`src/design/cvwa_pkg.sv`:
```
// shared constants, register codes and item types of the windowed depth search
// no dependencies; compiled first
package cvwa_pkg;

  localparam int DEPTH_LEVELS_DEF = 64;

  localparam int COST_W      = 17;
  localparam int PRIOR_W     = 16;
  localparam int SPREAD_W    = 17;
  localparam int WEIGHT_W    = 16;
  localparam int GAIN_W      = 16;
  localparam int LEVEL_OUT_W = 6;
  localparam int ENERGY_W    = 32;

  // fixed point positions
  localparam int FRAC_W      = 8;   // Q8.8 level / weight fraction
  localparam int PRIOR_SHIFT = 16;  // Q8.8 prior to Q8.24
  localparam int RADIUS_FRAC = 24;  // window bounds in Q8.24
  localparam int RADIUS_W    = GAIN_W + SPREAD_W;
  localparam int WIN_W       = RADIUS_W + 2;
  localparam int LOW_W       = 7;

  // power of two so pointers wrap on their own
  localparam int QUEUE_DEPTH = 4;

  localparam int PADDR_W     = 3;
  localparam int PDATA_W     = 32;
  localparam int REG_SEL_BIT = 2;

  localparam logic [WEIGHT_W-1:0] ENERGY_WEIGHT_RST = 16'd256;
  localparam logic [GAIN_W-1:0]   RADIUS_GAIN_RST   = 16'd256;

  typedef enum logic {
    REG_ENERGY_WEIGHT = 1'b0,
    REG_RADIUS_GAIN   = 1'b1
  } cvwa_reg_t;

  typedef struct packed {
    logic [WEIGHT_W-1:0] energy_weight;
    logic [GAIN_W-1:0]   radius_gain;
  } cvwa_cfg_t;

  // prior is the pixel's latched prior; spread and pixel_en matter on first only
  typedef struct packed {
    logic [COST_W-1:0]         cost;
    logic                      cost_valid;
    logic signed [PRIOR_W-1:0] prior;
    logic [SPREAD_W-1:0]       spread;
    logic                      pixel_en;
    logic                      first;
    logic                      last;
  } cvwa_item_t;

endpackage

```
`src/design/cvwa_in_if.sv`:
```
// input channel of the windowed depth search: valid/ready plus one cost item
// depends on cvwa_pkg
interface cvwa_in_if;
  logic                                valid;
  logic                                ready;
  logic [cvwa_pkg::COST_W-1:0]         cost;
  logic                                cost_valid;
  logic signed [cvwa_pkg::PRIOR_W-1:0] prior_depth;
  logic                                prior_valid;
  logic [cvwa_pkg::SPREAD_W-1:0]       spread;
  logic                                spread_valid;
  logic                                last;

  modport source (
    output valid, cost, cost_valid, prior_depth, prior_valid, spread, spread_valid, last,
    input  ready
  );

  modport sink (
    input  valid, cost, cost_valid, prior_depth, prior_valid, spread, spread_valid, last,
    output ready
  );
endinterface

```
`src/design/cvwa_out_if.sv`:
```
// result channel of the windowed depth search: valid/ready plus one result item
// depends on cvwa_pkg
interface cvwa_out_if;
  logic                              valid;
  logic                              ready;
  logic                              found;
  logic [cvwa_pkg::LEVEL_OUT_W-1:0]  best_level;
  logic [cvwa_pkg::ENERGY_W-1:0]     best_energy;

  modport source (
    output valid, found, best_level, best_energy,
    input  ready
  );

  modport sink (
    input  valid, found, best_level, best_energy,
    output ready
  );
endinterface

```
`src/design/cvwa_front.sv`:
```
// front end: accepts cost items, numbers the depth levels, latches the prior
// depends on cvwa_pkg and cvwa_in_if
module cvwa_front #(
  parameter int  DEPTH_LEVELS = cvwa_pkg::DEPTH_LEVELS_DEF,
  localparam int LW           = $clog2(DEPTH_LEVELS + 1)
) (
  input  logic                 clk,
  input  logic                 rst_n,
  cvwa_in_if.sink              in_ch,
  input  logic                 q_full,
  output logic                 push,
  output cvwa_pkg::cvwa_item_t push_item,
  output logic [LW-1:0]        push_level
);

  logic [LW-1:0]                       level_r;
  logic [LW-1:0]                       level_nxt;
  logic signed [cvwa_pkg::PRIOR_W-1:0] prior_r;
  logic                                first;

  assign in_ch.ready = !q_full;
  assign push        = in_ch.valid && !q_full;
  assign first       = (level_r == '0);
  assign push_level  = level_r;

  always_comb begin
    push_item.cost       = in_ch.cost;
    push_item.cost_valid = in_ch.cost_valid;
    push_item.prior      = first ? in_ch.prior_depth : prior_r;
    push_item.spread     = in_ch.spread;
    push_item.pixel_en   = in_ch.prior_valid && in_ch.spread_valid && (in_ch.spread != '0);
    push_item.first      = first;
    push_item.last       = in_ch.last;
  end

  // counter parks at DEPTH_LEVELS on an overlong pixel
  always_comb begin
    level_nxt = level_r;
    if (in_ch.last) begin
      level_nxt = '0;
    end else if (level_r < LW'(DEPTH_LEVELS)) begin
      level_nxt = level_r + LW'(1);
    end
  end

  always_ff @(posedge clk) begin
    if (!rst_n) begin
      level_r <= '0;
    end else if (push) begin
      level_r <= level_nxt;
    end
  end

  always_ff @(posedge clk) begin
    if (push && first) begin
      prior_r <= in_ch.prior_depth;
    end
  end

endmodule

```
`src/design/cvwa_queue.sv`:
```
// short queue between front and back so each side stalls on its own
// depends on cvwa_pkg for its depth
module cvwa_queue #(
  parameter int W = 1
) (
  input  logic         clk,
  input  logic         rst_n,
  input  logic         push,
  input  logic [W-1:0] push_data,
  input  logic         pop,
  output logic         full,
  output logic         empty,
  output logic [W-1:0] pop_data
);

  localparam int QD  = cvwa_pkg::QUEUE_DEPTH;
  localparam int QPW = $clog2(QD);

  logic [W-1:0]   slot_r [QD];
  logic [QPW-1:0] wr_ptr_r;
  logic [QPW-1:0] rd_ptr_r;
  logic [QPW:0]   count_r;
  logic [QPW:0]   count_nxt;

  assign full     = (count_r == (QPW+1)'(QD));
  assign empty    = (count_r == '0);
  assign pop_data = slot_r[rd_ptr_r];

  always_comb begin
    count_nxt = count_r;
    if (push && !pop) begin
      count_nxt = count_r + (QPW+1)'(1);
    end else if (pop && !push) begin
      count_nxt = count_r - (QPW+1)'(1);
    end
  end

  always_ff @(posedge clk) begin
    if (!rst_n) begin
      wr_ptr_r <= '0;
      rd_ptr_r <= '0;
      count_r  <= '0;
    end else begin
      count_r <= count_nxt;
      if (push) begin
        wr_ptr_r <= wr_ptr_r + QPW'(1);
      end
      if (pop) begin
        rd_ptr_r <= rd_ptr_r + QPW'(1);
      end
    end
  end

  always_ff @(posedge clk) begin
    if (push) begin
      slot_r[wr_ptr_r] <= push_data;
    end
  end

endmodule

```
`src/design/cvwa_back.sv`:
```
// back end: window bounds and energy pipeline, compare-select, result register
// depends on cvwa_pkg and cvwa_out_if
module cvwa_back #(
  parameter int  DEPTH_LEVELS = cvwa_pkg::DEPTH_LEVELS_DEF,
  localparam int LW           = $clog2(DEPTH_LEVELS + 1)
) (
  input  logic                 clk,
  input  logic                 rst_n,
  input  cvwa_pkg::cvwa_cfg_t  cfg,
  input  logic                 q_empty,
  input  cvwa_pkg::cvwa_item_t q_item,
  input  logic [LW-1:0]        q_level,
  output logic                 q_pop,
  cvwa_out_if.source           out_ch
);

  localparam int FW    = cvwa_pkg::FRAC_W;
  localparam int WW    = cvwa_pkg::WEIGHT_W;
  localparam int RW    = cvwa_pkg::RADIUS_W;
  localparam int WIN_W = cvwa_pkg::WIN_W;
  localparam int RF    = cvwa_pkg::RADIUS_FRAC;
  localparam int LOW_W = cvwa_pkg::LOW_W;
  localparam int EW    = cvwa_pkg::ENERGY_W;
  localparam int LOUT  = cvwa_pkg::LEVEL_OUT_W;
  localparam int HW    = $clog2(DEPTH_LEVELS);
  localparam int DW    = ((LW + FW) > 15 ? (LW + FW) : 15) + 2;
  localparam int SQW   = 2 * DW - 2;
  localparam int H     = SQW / 2;
  localparam int PPLW  = H + WW;
  localparam int PPHW  = SQW - H + WW;
  localparam int PRODW = SQW + WW;
  localparam int SUMW  = ((PRODW - FW) > cvwa_pkg::COST_W ? (PRODW - FW) : cvwa_pkg::COST_W) + 1;
  localparam int TOPW  = WIN_W - 1 - RF;
  localparam int CW    = (LW > LOW_W) ? LW : LOW_W;
  localparam int NSTG  = 5;

  localparam logic signed [WIN_W-1:0] LVL_ONE    = WIN_W'(1) <<< RF;
  localparam logic signed [WIN_W-1:0] LVL_ONE_M1 = LVL_ONE - WIN_W'(1);

  logic                 adv;
  logic                 stall;
  logic                 fire;

  logic                 stg_v_r    [NSTG];
  cvwa_pkg::cvwa_item_t stg_item_r [NSTG];
  logic [LW-1:0]        stg_lvl_r  [NSTG];

  // stage 1
  logic signed [DW-1:0]    d_s0;
  logic [RW-1:0]           radius_s0;
  logic signed [DW-1:0]    d_s1_r;
  logic [RW-1:0]           radius_s1_r;
  // stage 2
  logic signed [2*DW-1:0]  sq_full;
  logic signed [WIN_W-1:0] center;
  logic signed [WIN_W-1:0] rad_ext;
  logic [SQW-1:0]          sq_s2_r;
  logic signed [WIN_W-1:0] lo_q_s2_r;
  logic signed [WIN_W-1:0] hi_q_s2_r;
  // stage 3
  logic signed [WIN_W-1:0] top_q;
  logic [TOPW-1:0]         top_full;
  logic                    win_off;
  logic [PPLW-1:0]         pp_lo_s3_r;
  logic [PPHW-1:0]         pp_hi_s3_r;
  // window travels with the item from stage 3 to the compare
  logic [LOW_W-1:0]        wlo_stg_r [3];
  logic [HW-1:0]           whi_stg_r [3];
  logic                    wen_stg_r [3];
  // stage 4 and 5
  logic [PRODW-1:0]        prod_s4_r;
  logic [SUMW-1:0]         sum_s4;
  logic [EW-1:0]           energy_s5_r;

  // per-pixel search state
  logic                    pix_en_r;
  logic [LOW_W-1:0]        win_lo_r;
  logic [HW-1:0]           win_hi_r;
  logic                    have_best_r;
  logic [HW-1:0]           best_idx_r;
  logic [EW-1:0]           least_r;

  logic                    cur_en;
  logic [LOW_W-1:0]        cur_lo;
  logic [HW-1:0]           cur_hi;
  logic                    cur_have;
  logic [HW-1:0]           cur_best;
  logic [EW-1:0]           cur_least;
  logic                    in_win;
  logic                    take;
  logic                    have_nxt;
  logic [HW-1:0]           best_nxt;
  logic [EW-1:0]           least_nxt;

  logic                    out_valid_r;
  logic                    found_r;
  logic [LOUT-1:0]         best_level_r;
  logic [EW-1:0]           best_energy_r;

  // a result that cannot leave freezes the whole pipe
  assign stall = stg_v_r[NSTG-1] && stg_item_r[NSTG-1].last && out_valid_r && !out_ch.ready;
  assign adv   = !stall;
  assign fire  = adv && stg_v_r[NSTG-1];
  assign q_pop = adv && !q_empty;

  always_ff @(posedge clk) begin
    if (!rst_n) begin
      for (int i = 0; i < NSTG; i++) begin
        stg_v_r[i] <= 1'b0;
      end
    end else if (adv) begin
      stg_v_r[0] <= !q_empty;
      for (int i = 1; i < NSTG; i++) begin
        stg_v_r[i] <= stg_v_r[i-1];
      end
    end
  end

  always_ff @(posedge clk) begin
    if (adv) begin
      stg_item_r[0] <= q_item;
      stg_lvl_r[0]  <= q_level;
      for (int i = 1; i < NSTG; i++) begin
        stg_item_r[i] <= stg_item_r[i-1];
        stg_lvl_r[i]  <= stg_lvl_r[i-1];
      end
    end
  end

  // stage 1: level offset from prior, window radius
  assign d_s0 = DW'(q_item.prior) - $signed({{(DW-LW-FW){1'b0}}, q_level, {FW{1'b0}}});
  assign radius_s0 = RW'(cfg.radius_gain) * RW'(q_item.spread);

  // stage 2: squared offset, window edges in Q8.24
  assign sq_full = d_s1_r * d_s1_r;
  assign center  = WIN_W'(stg_item_r[0].prior) <<< cvwa_pkg::PRIOR_SHIFT;
  assign rad_ext = $signed(WIN_W'(radius_s1_r));

  // stage 3: ceil of the upper edge, pixel drops out if the upper edge is at or below level -1
  assign win_off  = (hi_q_s2_r <= -LVL_ONE);
  assign top_q    = hi_q_s2_r + LVL_ONE_M1;
  assign top_full = top_q[WIN_W-2:RF];

  // stage 4 sum feeds stage 5 saturation
  assign sum_s4 = SUMW'(prod_s4_r >> FW) + SUMW'(stg_item_r[3].cost);

  always_ff @(posedge clk) begin
    if (adv) begin
      d_s1_r      <= d_s0;
      radius_s1_r <= radius_s0;

      sq_s2_r     <= sq_full[SQW-1:0];
      lo_q_s2_r   <= center - rad_ext;
      hi_q_s2_r   <= center + rad_ext;

      pp_lo_s3_r  <= PPLW'(sq_s2_r[H-1:0]) * PPLW'(cfg.energy_weight);
      pp_hi_s3_r  <= PPHW'(sq_s2_r[SQW-1:H]) * PPHW'(cfg.energy_weight);
      wen_stg_r[0] <= stg_item_r[1].pixel_en && !win_off;
      if (lo_q_s2_r[WIN_W-1] || lo_q_s2_r == '0) begin
        wlo_stg_r[0] <= '0;
      end else begin
        wlo_stg_r[0] <= lo_q_s2_r[RF+LOW_W-1:RF];
      end
      if (top_full > TOPW'(DEPTH_LEVELS - 1)) begin
        whi_stg_r[0] <= HW'(DEPTH_LEVELS - 1);
      end else begin
        whi_stg_r[0] <= HW'(top_full);
      end
      for (int i = 1; i < 3; i++) begin
        wen_stg_r[i] <= wen_stg_r[i-1];
        wlo_stg_r[i] <= wlo_stg_r[i-1];
        whi_stg_r[i] <= whi_stg_r[i-1];
      end

      prod_s4_r <= (PRODW'(pp_hi_s3_r) << H) + PRODW'(pp_lo_s3_r);

      if (|sum_s4[SUMW-1:EW]) begin
        energy_s5_r <= '1;
      end else begin
        energy_s5_r <= sum_s4[EW-1:0];
      end
    end
  end

  // compare-select: the first item of a pixel starts from a clean slate
  always_comb begin
    cur_en    = stg_item_r[4].first ? wen_stg_r[2] : pix_en_r;
    cur_lo    = stg_item_r[4].first ? wlo_stg_r[2] : win_lo_r;
    cur_hi    = stg_item_r[4].first ? whi_stg_r[2] : win_hi_r;
    cur_have  = stg_item_r[4].first ? 1'b0 : have_best_r;
    cur_best  = best_idx_r;
    cur_least = least_r;
    in_win    = cur_en && stg_item_r[4].cost_valid &&
                (stg_lvl_r[4] < LW'(DEPTH_LEVELS)) &&
                (CW'(stg_lvl_r[4]) >= CW'(cur_lo)) &&
                (CW'(stg_lvl_r[4]) <= CW'(cur_hi));
    take      = in_win && (!cur_have || energy_s5_r < cur_least);
    have_nxt  = cur_have || in_win;
    best_nxt  = take ? stg_lvl_r[4][HW-1:0] : cur_best;
    least_nxt = take ? energy_s5_r : cur_least;
  end

  always_ff @(posedge clk) begin
    if (!rst_n) begin
      pix_en_r    <= 1'b0;
      have_best_r <= 1'b0;
    end else if (fire) begin
      pix_en_r    <= cur_en && !stg_item_r[4].last;
      have_best_r <= have_nxt && !stg_item_r[4].last;
    end
  end

  always_ff @(posedge clk) begin
    if (fire) begin
      win_lo_r   <= cur_lo;
      win_hi_r   <= cur_hi;
      best_idx_r <= best_nxt;
      least_r    <= least_nxt;
    end
  end

  always_ff @(posedge clk) begin
    if (!rst_n) begin
      out_valid_r <= 1'b0;
    end else if (fire && stg_item_r[4].last) begin
      out_valid_r <= 1'b1;
    end else if (out_ch.ready) begin
      out_valid_r <= 1'b0;
    end
  end

  always_ff @(posedge clk) begin
    if (fire && stg_item_r[4].last) begin
      found_r       <= have_nxt;
      best_level_r  <= have_nxt ? LOUT'(best_nxt) : '0;
      best_energy_r <= have_nxt ? least_nxt : '0;
    end
  end

  assign out_ch.valid       = out_valid_r;
  assign out_ch.found       = found_r;
  assign out_ch.best_level  = best_level_r;
  assign out_ch.best_energy = best_energy_r;

endmodule

```
`src/design/cost_volume_window_argmin.sv`:
```
// Windowed exhaustive depth search over a cost volume, one pixel at a time.
// Input channel in_ch: one item per depth level, level 0 first, last marks the
// pixel's final level; the first item also carries prior depth, spread and
// their valid flags. Result channel out_ch: one item per pixel, on its last
// level: found, best level (first strict minimum) and saturated best energy.
// Configuration over APB: energy_weight at 0x0, radius_gain at 0x4, both Q8.8;
// the user writes them only while the block is idle (not enforced); pready is always high.
// Throughput: one item per cycle sustained while out_ch does not stall. A
// result passes from the edge that accepts the pixel's last item through the
// 4-entry input queue and five pipeline stages (window radius and level
// offset, square and window edges, weight products, product sum, saturated
// add of the cost); then the compare-select loads the output register.
// When out_ch stalls, the result holds in the output register and the pipe
// keeps running until the next result reaches the compare stage; then the
// pipe freezes, the queue fills and in_ch.ready drops.
// Reset (synchronous, rst_n low) empties queue and pipe, restarts the level
// count at 0 and sets both weights to 1.0.
// depends on cvwa_pkg, cvwa_in_if, cvwa_out_if, cvwa_front, cvwa_queue, cvwa_back
module cost_volume_window_argmin #(
  parameter int DEPTH_LEVELS = cvwa_pkg::DEPTH_LEVELS_DEF
) (
  input  logic                         clk,
  input  logic                         rst_n,
  cvwa_in_if.sink                      in_ch,
  cvwa_out_if.source                   out_ch,
  input  logic                         psel,
  input  logic                         penable,
  input  logic                         pwrite,
  input  logic [cvwa_pkg::PADDR_W-1:0] paddr,
  input  logic [cvwa_pkg::PDATA_W-1:0] pwdata,
  output logic [cvwa_pkg::PDATA_W-1:0] prdata,
  output logic                         pready
);

  localparam int LW  = $clog2(DEPTH_LEVELS + 1);
  localparam int IW  = $bits(cvwa_pkg::cvwa_item_t);
  localparam int QW  = IW + LW;
  localparam int PDW = cvwa_pkg::PDATA_W;
  localparam int WW  = cvwa_pkg::WEIGHT_W;
  localparam int GW  = cvwa_pkg::GAIN_W;

  logic [WW-1:0]        energy_weight_r;
  logic [GW-1:0]        radius_gain_r;
  cvwa_pkg::cvwa_reg_t  reg_sel;
  logic                 cfg_wr;
  cvwa_pkg::cvwa_cfg_t  cfg;

  logic                 push;
  cvwa_pkg::cvwa_item_t push_item;
  logic [LW-1:0]        push_level;
  logic                 q_full;
  logic                 q_empty;
  logic                 q_pop;
  logic [QW-1:0]        q_data;
  cvwa_pkg::cvwa_item_t q_item;
  logic [LW-1:0]        q_level;

  assign pready  = 1'b1;
  assign reg_sel = cvwa_pkg::cvwa_reg_t'(paddr[cvwa_pkg::REG_SEL_BIT]);
  assign cfg_wr  = psel && penable && pwrite && pready;

  always_ff @(posedge clk) begin
    if (!rst_n) begin
      energy_weight_r <= cvwa_pkg::ENERGY_WEIGHT_RST;
      radius_gain_r   <= cvwa_pkg::RADIUS_GAIN_RST;
    end else if (cfg_wr) begin
      case (reg_sel)
        cvwa_pkg::REG_ENERGY_WEIGHT: energy_weight_r <= pwdata[WW-1:0];
        cvwa_pkg::REG_RADIUS_GAIN:   radius_gain_r   <= pwdata[GW-1:0];
        default: ;
      endcase
    end
  end

  always_comb begin
    case (reg_sel)
      cvwa_pkg::REG_ENERGY_WEIGHT: prdata = PDW'(energy_weight_r);
      cvwa_pkg::REG_RADIUS_GAIN:   prdata = PDW'(radius_gain_r);
      default:                     prdata = '0;
    endcase
  end

  assign cfg.energy_weight = energy_weight_r;
  assign cfg.radius_gain   = radius_gain_r;

  cvwa_front #(
    .DEPTH_LEVELS (DEPTH_LEVELS)
  ) u_front (
    .clk        (clk),
    .rst_n      (rst_n),
    .in_ch      (in_ch),
    .q_full     (q_full),
    .push       (push),
    .push_item  (push_item),
    .push_level (push_level)
  );

  cvwa_queue #(
    .W (QW)
  ) u_queue (
    .clk       (clk),
    .rst_n     (rst_n),
    .push      (push),
    .push_data ({push_item, push_level}),
    .pop       (q_pop),
    .full      (q_full),
    .empty     (q_empty),
    .pop_data  (q_data)
  );

  assign q_item  = cvwa_pkg::cvwa_item_t'(q_data[QW-1:LW]);
  assign q_level = q_data[LW-1:0];

  cvwa_back #(
    .DEPTH_LEVELS (DEPTH_LEVELS)
  ) u_back (
    .clk     (clk),
    .rst_n   (rst_n),
    .cfg     (cfg),
    .q_empty (q_empty),
    .q_item  (q_item),
    .q_level (q_level),
    .q_pop   (q_pop),
    .out_ch  (out_ch)
  );

endmodule

```
`src/flat_wrapper.sv`:
```
// flat-port wrapper written by rule: the top's interface ports become plain ports
module cost_volume_window_argmin_flat 
#(
  parameter int DEPTH_LEVELS = cvwa_pkg::DEPTH_LEVELS_DEF
)
  (clk, rst_n, psel, penable, pwrite, paddr, pwdata, prdata, pready, in_ch_valid, in_ch_cost, in_ch_cost_valid, in_ch_prior_depth, in_ch_prior_valid, in_ch_spread, in_ch_spread_valid, in_ch_last, in_ch_ready, out_ch_valid, out_ch_found, out_ch_best_level, out_ch_best_energy, out_ch_ready);
  cvwa_in_if in_ch_i ();
  cvwa_out_if out_ch_i ();
  input  logic clk;
  input  logic rst_n;
  input  logic psel;
  input  logic penable;
  input  logic pwrite;
  input  logic [cvwa_pkg::PADDR_W-1:0] paddr;
  input  logic [cvwa_pkg::PDATA_W-1:0] pwdata;
  output logic [cvwa_pkg::PDATA_W-1:0] prdata;
  output logic pready;
  input wire logic [$bits(in_ch_i.valid)-1:0] in_ch_valid;
  input wire logic [$bits(in_ch_i.cost)-1:0] in_ch_cost;
  input wire logic [$bits(in_ch_i.cost_valid)-1:0] in_ch_cost_valid;
  input wire logic [$bits(in_ch_i.prior_depth)-1:0] in_ch_prior_depth;
  input wire logic [$bits(in_ch_i.prior_valid)-1:0] in_ch_prior_valid;
  input wire logic [$bits(in_ch_i.spread)-1:0] in_ch_spread;
  input wire logic [$bits(in_ch_i.spread_valid)-1:0] in_ch_spread_valid;
  input wire logic [$bits(in_ch_i.last)-1:0] in_ch_last;
  output wire logic [$bits(in_ch_i.ready)-1:0] in_ch_ready;
  output wire logic [$bits(out_ch_i.valid)-1:0] out_ch_valid;
  output wire logic [$bits(out_ch_i.found)-1:0] out_ch_found;
  output wire logic [$bits(out_ch_i.best_level)-1:0] out_ch_best_level;
  output wire logic [$bits(out_ch_i.best_energy)-1:0] out_ch_best_energy;
  input wire logic [$bits(out_ch_i.ready)-1:0] out_ch_ready;
  assign in_ch_i.valid = in_ch_valid;
  assign in_ch_i.cost = in_ch_cost;
  assign in_ch_i.cost_valid = in_ch_cost_valid;
  assign in_ch_i.prior_depth = in_ch_prior_depth;
  assign in_ch_i.prior_valid = in_ch_prior_valid;
  assign in_ch_i.spread = in_ch_spread;
  assign in_ch_i.spread_valid = in_ch_spread_valid;
  assign in_ch_i.last = in_ch_last;
  assign in_ch_ready = in_ch_i.ready;
  assign out_ch_valid = out_ch_i.valid;
  assign out_ch_found = out_ch_i.found;
  assign out_ch_best_level = out_ch_i.best_level;
  assign out_ch_best_energy = out_ch_i.best_energy;
  assign out_ch_i.ready = out_ch_ready;
  cost_volume_window_argmin #(.DEPTH_LEVELS(DEPTH_LEVELS)) u_core (.clk(clk), .rst_n(rst_n), .in_ch(in_ch_i), .out_ch(out_ch_i), .psel(psel), .penable(penable), .pwrite(pwrite), .paddr(paddr), .pwdata(pwdata), .prdata(prdata), .pready(pready));
endmodule
```
`config.mk`:
```
export PLATFORM = sky130hd
export DESIGN_NAME = cost_volume_window_argmin_flat
export DESIGN_NICKNAME = d
export VERILOG_FILES = /design/src/design/cvwa_pkg.sv /design/src/design/cvwa_in_if.sv /design/src/design/cvwa_out_if.sv /design/src/design/cvwa_front.sv /design/src/design/cvwa_queue.sv /design/src/design/cvwa_back.sv /design/src/design/cost_volume_window_argmin.sv /design/src/flat_wrapper.sv
export SDC_FILE = /design/constraint.sdc
export NUM_CORES = 2
export LEC_CHECK = 0
export BUFFER_PORTS_ARGS = -buffer_cell sky130_fd_sc_hd__clkbuf_2
export CORE_MARGIN = 2
export CORE_UTILIZATION = 51
export CTS_BUF_LIST = sky130_fd_sc_hd__clkbuf_8
export DETAILED_ROUTE_END_ITERATION = 7
export PLACE_DENSITY = 0.65
export SLEW_MARGIN = 10
export SYNTH_ARGS = -nofsm -noshare
export SYNTH_HDL_FRONTEND = slang
export SYNTH_HIERARCHICAL = 1
export SYNTH_SLANG_ARGS = --single-unit
```
`constraint.sdc`:
```
create_clock -name clk -period 23.7 [get_ports clk]
set_clock_uncertainty 0.05 [all_clocks]
set_input_delay 4.74 -clock clk [delete_from_list [all_inputs] [get_ports clk]]
set_output_delay 4.74 -clock clk [all_outputs]
set_load 0.005 [all_outputs]
```
==> summary.md <==
| Metric | Value |
|---|---|
| Die footprint | 141,000 um^2 |
| Synth Register Bits | 854 |
| Post-synth top area share | 34.26% |
| Post-route ant nets | 0 |
| Worst Setup EP | prdata[0] |
| Die Span Y | 375.5 um |
| Synth Area per Inst | 11.40 um^2 |
| Clock buffer depth | 3 |
| Core Rows | 136 |
| Tot GR Track Use | 22.29% |
| Core Box Area | 137,200 um^2 |
| Number of global-route vias before repair | ~46,000 |
| Largest stage delay on the critical path | about 0.53 ns |
| HP Class | flop to flop |
| Synthesized instance count | roughly 6,200 |
| RSZ-0062 raised after global routing | false |
| Pre-antenna DRT Iters | 6 |
| Pre-CTS setup slack | 13.08 ns |
| Die W | 375.5 um |
| Most used DFF post-synth | edfxtp_1 |
| Slew Viols, Final | 0 |
| Area delta synth->final | 6.667% |
| Fmax | 94.32 MHz |
| Setup WS post-layout | between 10 and 15 ns |
| Synth area leaders | edfxtp_1 (34%), fa_1 (24%), ha_1 (9.4%) |
| Worst Reg2Reg Path Length in Cells | 20 |
| GPL Wtd Cong | 0.8650 |
| TritonCTS clock tree | built |
| DRC violations left | 0 |
| EDFF count, synth | 803 |
| Crit path buffers/inverters | 2 |
| Sequential element share of the synthesized area | 35.71% |
| Rel. slew slack | 22.19% |
| CTS sink count | 854 |
| Setup TNS | 0 ns |
| Reg2reg setup slack | 15.91 ns |
| Final setup vio count | 0 |
| Global-route wire length before repair | 246,900 um |
| Yosys warning total | 6 |
| Worst-margin pin slew | 1.164 ns |
| Total CTS buffers | between 100 and 150 |
| Crit path launch | paddr[2] |
| Crit end category | output pin |
| Clock slew at reported path FFs | 0.06 ns |
| Cell type of the slowest stage on the worst timing path | clkbuf_2 |
| CTS H-tree depth | 4 |
| Gr ovfl total | 0 |
| Distinct cells, synth | 96 |
| Startpoint type of the worst setup path | primary input |
| Cell Area, Synth | 70,390 um^2 |
| Cts hold-fix bufs | 0 |
| Clock root buffer master | clkbuf_8 |
| Status | complete, no violations |
| WP data required | 18.91 ns |
| Worst skew pair latency | 0.85 ns |
| IO buf count | around 130 |
| Most used cell, CP | clkbuf_2 |
| Final hold vios | 0 |
| Dpl hpwl | 112,300 um |
| FF-to-FF End | u_core/u_back/radius_s1_r[32] |
| Final Critical Period | 10.60 ns |
| Crit-path cells | clkbuf_2 -> mux2_2 -> clkbuf_2 |
| Async set-reset flop share out of synthesis | 0% |
| Crit path depth | 3 |
| DR WL/cell | 18.51 um |
| Setup Buffers After CTS | 0 |
| Crit share post-route | 44.74% |
| Placed Instance Area | just over 70,000 um^2 |
| Crit Path Class | primary input to output pin |
| Final net count | 7,735 |
| Layout cells sized above 1 | 8.204% |
| Antenna violations before repair | 7 |
| DR vias | around 44,000 |
| # IOs | 170 |
| Critical path peak fanout | 19 |
| Drt total wl | about 150,000 um |
| Initial DRC Count | 2,804 |
| Initial core utilization | 51.32% |
| # resized after CTS | 0 |
| Routed vias/inst | 5.324 |
| Worst path top cell family by delay | buffers and inverters |
| Max-Cap Viols | 0 |
| WP data arrival | approximately 5.8 ns |
| Area leader, netlist | edfxtp_1 |
| Largest net degree at the start of global routing | 132 |
| Final non-filler cell area | ~75,000 um^2 |
[per-layer routing]
layer	global-route usage [%]	vias to the layer above	wire [um]
met4	6.774	8	3753
met2	36.64	1099	72080
li1	-	20200	-
met3	3.312	230	7956
met5	0	-	56
met1	30.74	21970	67430
[through the flow]
step	utilization (%)	std cells	hold WS [ns]
floorplan	-	6196	0.3503
global placement	52.82	7910	0.3510
detailed placement	52.82	7910	0.3545
CTS	54.74	8169	0.3577
global route	54.75	8171	0.3640
finish	54.75	8171	0.3586
[placed cells by master, fill, tap and decap left out, types with 133 or more instances in the layout]
cell type	synthesis	routed
nor2_1	142	141
fa_1	847	847
nand2_1	662	662
ha_1	530	530
xnor2_1	143	143
a21oi_1	144	144
and2_1	440	436
edfxtp_1	803	803
o21ai_0	133	133
clkbuf_2	3	134
inv_1	1121	1169
clkbuf_8	0	148
[worst min path at each step]
stage | endpoint | from | slack [ns] | cells after the start
global placement | u_core/u_back/stg_item_r[2][38] | u_core/u_back/stg_item_r[1][38] | 0.35 | 0
finish | u_core/u_back/stg_item_r[4][1] | u_core/u_back/stg_item_r[3][1] | 0.36 | 0
CTS | u_core/u_back/stg_lvl_r[0][15] | u_core/u_back/stg_lvl_r[0][8] | 0.36 | 0
global route | u_core/u_back/stg_item_r[4][1] | u_core/u_back/stg_item_r[3][1] | 0.36 | 0
detailed placement | u_core/u_back/prod_s4_r[12] | u_core/u_back/pp_lo_s3_r[12] | 0.35 | 0
floorplan | u_core/u_back/prod_s4_r[10] | u_core/u_back/pp_lo_s3_r[10] | 0.35 | 0
[sequential cells by signal, summed over array words and instances (netlist names), 7 cells and up, named ones only]
name / count
u_core/u_back/energy_s5_r: 32
u_core/u_back/whi_stg_r: 18
u_core/u_back/stg_lvl_r: 35
u_core/radius_gain_r: 16
u_core/u_back/win_lo_r: 7
u_core/u_queue/slot_r: 244
u_core/u_back/pp_hi_s3_r: 32
u_core/u_back/sq_s2_r: 31
u_core/u_back/cur_least: 32
u_core/u_back/hi_q_s2_r: 34
u_core/u_back/wlo_stg_r: 21
u_core/u_front/prior_r: 16
u_core/u_back/stg_item_r: 93
u_core/u_back/radius_s1_r: 33
u_core/u_back/lo_q_s2_r: 35
u_core/u_back/d_s1_r: 17
u_core/u_back/pp_lo_s3_r: 24
u_core/u_front/push_level: 7
u_core/energy_weight_r: 16
u_core/u_back/prod_s4_r: 40
u_core/u_back/out_ch.best_energy: 32
[final cells by class]
cell class / count / area (um^2)
repair buffers: 183 / 1039
inverters: 1122 / 4219
diodes: 2 / 5.005
multi-input cells: 3957 / 39790
clock buffers: 148 / 2037
clock inverters: 111 / 604.3
flip-flops and latches: 854 / 25140
well taps: 1794 / 2245
fillers: 11760 / 62070
[synth_stat cells, types with 46 or more instances]
cell and instances:
a21o_1 64, a21oi_1 144, and2_1 440, buf_4 58, clkbuf_1 167, dfxtp_1 51, edfxtp_1 803, fa_1 847
ha_1 530, inv_1 1121, mux2i_1 46, mux4_2 60, nand2_1 662, nand3_1 75, nand4_1 62, nor2_1 142
o21ai_0 133, xnor2_1 143, xor2_1 97
[kinds of logic after synthesis]
logic type	count (synthesis)	synth area share, %
other cells	4	0.02132
fa+ha+maj	1377	33.51
buf+inv	1385	7.928
simple gates	1625	11.57
flops	854	35.71
xor+xnor	240	2.986
mux	143	3.230
compound gates	548	5.050
Power is left out: the tool's default activity adds up to more than one toggle a clock period on the data nets, which glitch-free logic cannot reach.
